[config.mk]
export PLATFORM = sky130hd
export DESIGN_NAME = brs_blend
export DESIGN_NICKNAME = d
export VERILOG_FILES = /design/src/hdl/brs_pkg.sv /design/src/hdl/brs_blend.sv
export SDC_FILE = /design/constraint.sdc
export NUM_CORES = 2
export LEC_CHECK = 0
export BUFFER_PORTS_ARGS = -buffer_cell sky130_fd_sc_hd__clkbuf_2
export CAP_MARGIN = 20
export CORE_MARGIN = 8
export CORE_UTILIZATION = 45
export DETAILED_ROUTE_END_ITERATION = 10
export GPL_TIMING_DRIVEN = 0
export PLACE_DENSITY = 0.73
export SLEW_MARGIN = 10
export SYNTH_ARGS = -nofsm -noshare
export SYNTH_HDL_FRONTEND = slang
export SYNTH_SLANG_ARGS = --single-unit
[constraint.sdc]
create_clock -name clk -period 9.94 [get_ports clk]
set_input_delay 0.994 -clock clk [delete_from_list [all_inputs] [get_ports clk]]
set_output_delay 0.994 -clock clk [all_outputs]
set_load 0.02 [all_outputs]
[src/hdl/brs_pkg.sv]
// Shared types, constants and defaults for the bilinear RGBA sampler.
package brs_pkg;

	// Fixed field widths of the item, result and configuration transactions.
	localparam int COORD_W   = 16;
	localparam int CHAN_W    = 8;
	localparam int NUM_CHAN  = 4;
	localparam int PIX_W     = CHAN_W * NUM_CHAN;
	localparam int CFG_W     = 9;
	localparam int CFG_IDX_W = 1;

	// Parameter defaults.
	localparam int DEF_MAX_WIDTH  = 256;
	localparam int DEF_MAX_HEIGHT = 256;
	localparam int DEF_FRAC_BITS  = 8;

	// Register reset values and the pixel returned outside the active area.
	localparam logic [CFG_W-1:0] RESET_ACTIVE_WIDTH  = 9'd256;
	localparam logic [CFG_W-1:0] RESET_ACTIVE_HEIGHT = 9'd256;
	localparam logic [PIX_W-1:0] BORDER_PIXEL        = 32'hFF00_0000;

	typedef enum logic {
		CMD_WRITE  = 1'b0,
		CMD_SAMPLE = 1'b1
	} cmd_t;

	typedef enum logic [CFG_IDX_W-1:0] {
		REG_ACTIVE_WIDTH  = 1'b0,
		REG_ACTIVE_HEIGHT = 1'b1
	} reg_idx_t;

	typedef struct packed {
		cmd_t              cmd;
		logic [COORD_W-1:0] x_coord;
		logic [COORD_W-1:0] y_coord;
		logic [CHAN_W-1:0]  in_chan0;
		logic [CHAN_W-1:0]  in_chan1;
		logic [CHAN_W-1:0]  in_chan2;
		logic [CHAN_W-1:0]  in_chan3;
	} sampler_in_t;

	typedef struct packed {
		logic [CHAN_W-1:0] out_chan0;
		logic [CHAN_W-1:0] out_chan1;
		logic [CHAN_W-1:0] out_chan2;
		logic [CHAN_W-1:0] out_chan3;
	} sampler_out_t;

	// Control from the sequencer to the blend unit.
	typedef struct packed {
		logic clear;
		logic acc_en;
	} blend_ctrl_t;

endpackage

[src/hdl/brs_blend.sv]
// Weighted accumulation of neighbour pixels and final rounding per channel.
module brs_blend #(
	parameter int FRAC_BITS = 8
) (
	input  logic                        clk,
	input  brs_pkg::blend_ctrl_t        ctrl,
	input  logic [2*FRAC_BITS:0]        weight,
	input  logic                        in_area,
	input  logic [brs_pkg::PIX_W-1:0]   pix,
	output brs_pkg::sampler_out_t       result
);
	import brs_pkg::*;

	localparam int ACC_W = 2 * FRAC_BITS + 9;
	localparam int RND_W = ACC_W + 1;
	localparam int SUM_W = RND_W - 2 * FRAC_BITS;

	localparam logic [RND_W-1:0] HALF = RND_W'(1) << (2 * FRAC_BITS - 1);

	logic [PIX_W-1:0]  pix_sel;
	logic [ACC_W-1:0]  acc_q [NUM_CHAN];
	logic [CHAN_W-1:0] chan_out [NUM_CHAN];

	// Neighbours outside the active area take the border colour.
	assign pix_sel = in_area ? pix : BORDER_PIXEL;

	// Accumulate weight times channel for each neighbour.
	always_ff @(posedge clk) begin
		for (int k = 0; k < NUM_CHAN; k++) begin
			if (ctrl.clear) begin
				acc_q[k] <= '0;
			end else if (ctrl.acc_en) begin
				acc_q[k] <= acc_q[k] +
					ACC_W'(weight) * ACC_W'(pix_sel[k*CHAN_W +: CHAN_W]);
			end
		end
	end

	// Round to nearest with ties upward, then saturate.
	always_comb begin
		logic [RND_W-1:0] rnd;
		logic [SUM_W-1:0] sum;
		for (int k = 0; k < NUM_CHAN; k++) begin
			rnd = RND_W'(acc_q[k]) + HALF;
			sum = rnd[RND_W-1:2*FRAC_BITS];
			chan_out[k] = (sum > SUM_W'(255)) ? 8'hFF : sum[CHAN_W-1:0];
		end
	end

	assign result.out_chan0 = chan_out[0];
	assign result.out_chan1 = chan_out[1];
	assign result.out_chan2 = chan_out[2];
	assign result.out_chan3 = chan_out[3];

endmodule

==> metrics.txt <==
vias in the first global route ~20000; GR Util All Layers 0.231; P&R area growth vs syn 7.05%; router iterations before antenna repair 8; GR Layer Usage met2 0.350; Primary FF master, synth edfxtp_1; Syn Inst Count 2818; Clock Latency Late Sink about 0.42 ns; Wirelength per Cell 19.6 um; initial antenna violation count 7; core area 0.0547 mm2; Die W 250 um; Die Y around 250 um; hold-critical path depth 2; Initial Util 0.452; Clock Tree Buf Depth 2; fraction of layout cells with a size suffix above 1 0.0465; hold path start acc_q[1][25]; async set-reset flop share out of synthesis 0; TritonCTS clock tree yes; HP Class register to register; GR Util met1 0.309; yosys warns 0; Post-CTS Repair Setup Buffers 0; Final Hold Viols 0; final worst path period need just over 7 ns; Top Registers acc_q x100; setup violators final 0; Detailed Route WL ~70000 um; I/O pin cnt 85; clk slew on worst S/H paths about 0.080 ns; Setup Crit Path Kind primary input to register; busiest layer in global routing met2; most frequent cells in the layout inv_1 (678), fa_1 (452), nand2_1 (264); status finished, final reports clean; max reg flops 100; root buffer cell clkbuf_16; worst r2r dst acc_q[0][24]; Most flops, register acc_q; Synth Register Bits 100; Final HPWL DP ~58000 um; clock sink count 100; Setup crit end kind register; WP data required ~10 ns; Max Freq roughly 140 MHz; I/O Buffers between 80 and 90; Cell variety after synth 70; GPL Wtd Cong ~1; RSZ-0062 raised after global routing no; Avg Inst Size Synth 8.77 um2; DP Area 0.0261 mm2; first-pass GRT wire length around 110000 um; CTS resizes 0; 1st-iter DRT viols roughly 2000; R2R depth 15; row count 86; via-per-instance ratio between 5 and 6; H-tree lvl count 3; Crit-path slowest cell clkbuf_1; Critical Path Start Type primary input; Seq/Total Area, Yosys 0.122; CTS buffer count 9; Design Area, Final roughly 0.026 mm2; Hold WS roughly 0.66 ns; PD cells 299 mW/mm2; internal reg-to-reg setup slack around 5 ns; DR vias slightly above 20000; cts hold-fix bufs 0; worst hold endpoint acc_q[1][25]; Top delay family on crit path adder cells; met3 usage in global routing 0.0659; Post-route DRC 0; CP max stage delay a little over 0.6 ns; final core occ 0.484; Tcrit/Tclk final 0.721; Max FO, Critical Path 10; worst-margin pin slew ~1.1 ns; final antenna-violating net count 0; crit-path cells clkbuf_2 -> clkbuf_1 -> clkbuf_1 -> clkbuf_1 -> clkbuf_1 -> nand3_1 -> fa_1 -> inv_1 -> fa_1 -> fa_1 -> inv_1 -> fa_1 -> inv_1 -> ha_1 -> a21oi_1 -> o2111ai_1 -> a31oi_1 -> a211oi_1 -> or3_1 -> a21oi_1; crit path DAT 7.42 ns; Setup TNS 0 ns; mapped cell area between 0.02 and 0.025 mm2; skew final between 0.01 and 0.015 ns; Final Slew Violations 0; gr ovfl total 0; syn nets roughly 3500; max-cap viol count 0; fin nets around 3600; most common cell after layout, fill and taps aside inv_1; Worst slew margin 0.276; largest net degree at the start of global routing 54; Bufs and invs on worst path 8; Leak 13.8 nW; EDFF count, synth 100; die footprint approximately 0.063 mm2; peak supply drop 0.000319 V; R2R Path Start acc_q[0][15]
-- cell usage after synthesis, drive strengths merged (3+ instances only) --
cell type / instances / area (um2)
inv: 678 / 2540
fa: 452 / 9050
nand2: 264 / 991
and3: 258 / 1610
ha: 180 / 2250
clkbuf: 137 / 515
and2: 127 / 795
edfxtp: 100 / 3000
nand3: 68 / 340
a21oi: 65 / 329
o21ai: 65 / 329
nor2: 64 / 240
nor3: 46 / 235
xnor2: 42 / 368
a21o: 27 / 204
a211oi: 25 / 193
nand2b: 21 / 131
xor2: 21 / 184
o21a: 20 / 150
nand4: 19 / 119
nor2b: 13 / 88.8
a31oi: 12 / 75.1
nor3b: 12 / 90.1
mux2i: 10 / 100
nor4: 7 / 43.8
o21bai: 7 / 52.6
o31a: 7 / 61.3
or2: 7 / 43.8
buf: 6 / 28.8
o211ai: 6 / 45.0
or3: 6 / 37.5
a21boi: 4 / 30.0
o2111ai: 4 / 41.3
a311oi: 3 / 32.5
a31o: 3 / 26.3
o31ai: 3 / 22.5
-- power by group --
| group | total [W] | switching (W) | internal [W] |
|---|---|---|---|
| registers | 0.000802 | 0.000111 | 0.000691 |
| clock network | 0.000400 | 0.000203 | 0.000197 |
| logic | 0.00671 | 0.00401 | 0.00269 |
-- stage by stage --
| step | power, W | worst slack, ns | std cells |
|---|---|---|---|
| 4_1_cts | 0.00787 | 2.93 | 3629 |
| 5_1_grt | 0.00890 | 2.50 | 3632 |
| 2_1_floorplan | 0.00601 | 4.05 | 2818 |
| 3_3_place_gp | 0.00729 | 2.55 | 3606 |
| 6_report | 0.00791 | 2.78 | 3634 |
| 3_5_place_dp | 0.00742 | 2.53 | 3613 |
-- final cells by class --
cell class	instances	area, um2
Inverter	678	2540
Buffer	143	544
Clock buffer	9	225
Multi-Input combinational cell	1897	18600
Tap cell	704	881
Timing Repair Buffer	91	547
Fill cell	5191	28200
Sequential cell	100	3000
Clock inverter	7	75.1
Antenna cell	5	12.5
-- per-layer routing --
metal,vias to the layer above,share of wire
met5,-,0.00062
met4,6,0.042
met3,176,0.11
met2,1044,0.43
met1,10100,0.41
li1,9032,-
-- how the worst max path moves through the flow --
| stage | start | end | slack, ns | cells after the start |
|---|---|---|---|---|
| 3_3_place_gp | in_area | acc_q[0][24] | 2.55 | 20 |
| 4_1_cts | in_area | acc_q[0][24] | 2.93 | 20 |
| 2_1_floorplan | in_area | acc_q[0][49] | 4.05 | 20 |
| 6_report | in_area | acc_q[0][24] | 2.78 | 20 |
| 3_5_place_dp | in_area | acc_q[0][24] | 2.53 | 20 |
| 5_1_grt | in_area | acc_q[0][24] | 2.50 | 20 |
-- cells by family (layout without fill, tap and decap cells) --
logic type / count (synthesis) / in the layout / share of synthesized area
AND/OR/NAND/NOR: 919 / 919 / 0.195
flip-flops: 100 / 100 / 0.122
adder cells (fa/ha/maj): 632 / 632 / 0.457
AO/OA/AOI/OAI: 273 / 273 / 0.0745
XOR/XNOR: 63 / 63 / 0.0223
other: 0 / 5 / 0
multiplexers: 10 / 10 / 0.00405
buffers and inverters: 821 / 928 / 0.125
-- worst reg2reg max path: stages, from the launching register on --
cell	delay, ns
edfxtp_1	0.45
inv_1	0.16
fa_1	0.56
inv_1	0.05
fa_1	0.48
fa_1	0.54
inv_1	0.05
fa_1	0.49
inv_1	0.05
ha_1	0.38
a21oi_1	0.32
o2111ai_1	0.22
a31oi_1	0.39
a211oi_1	0.16
or3_1	0.36
a21oi_1	0.15
(Power assumes the default switching activity.)
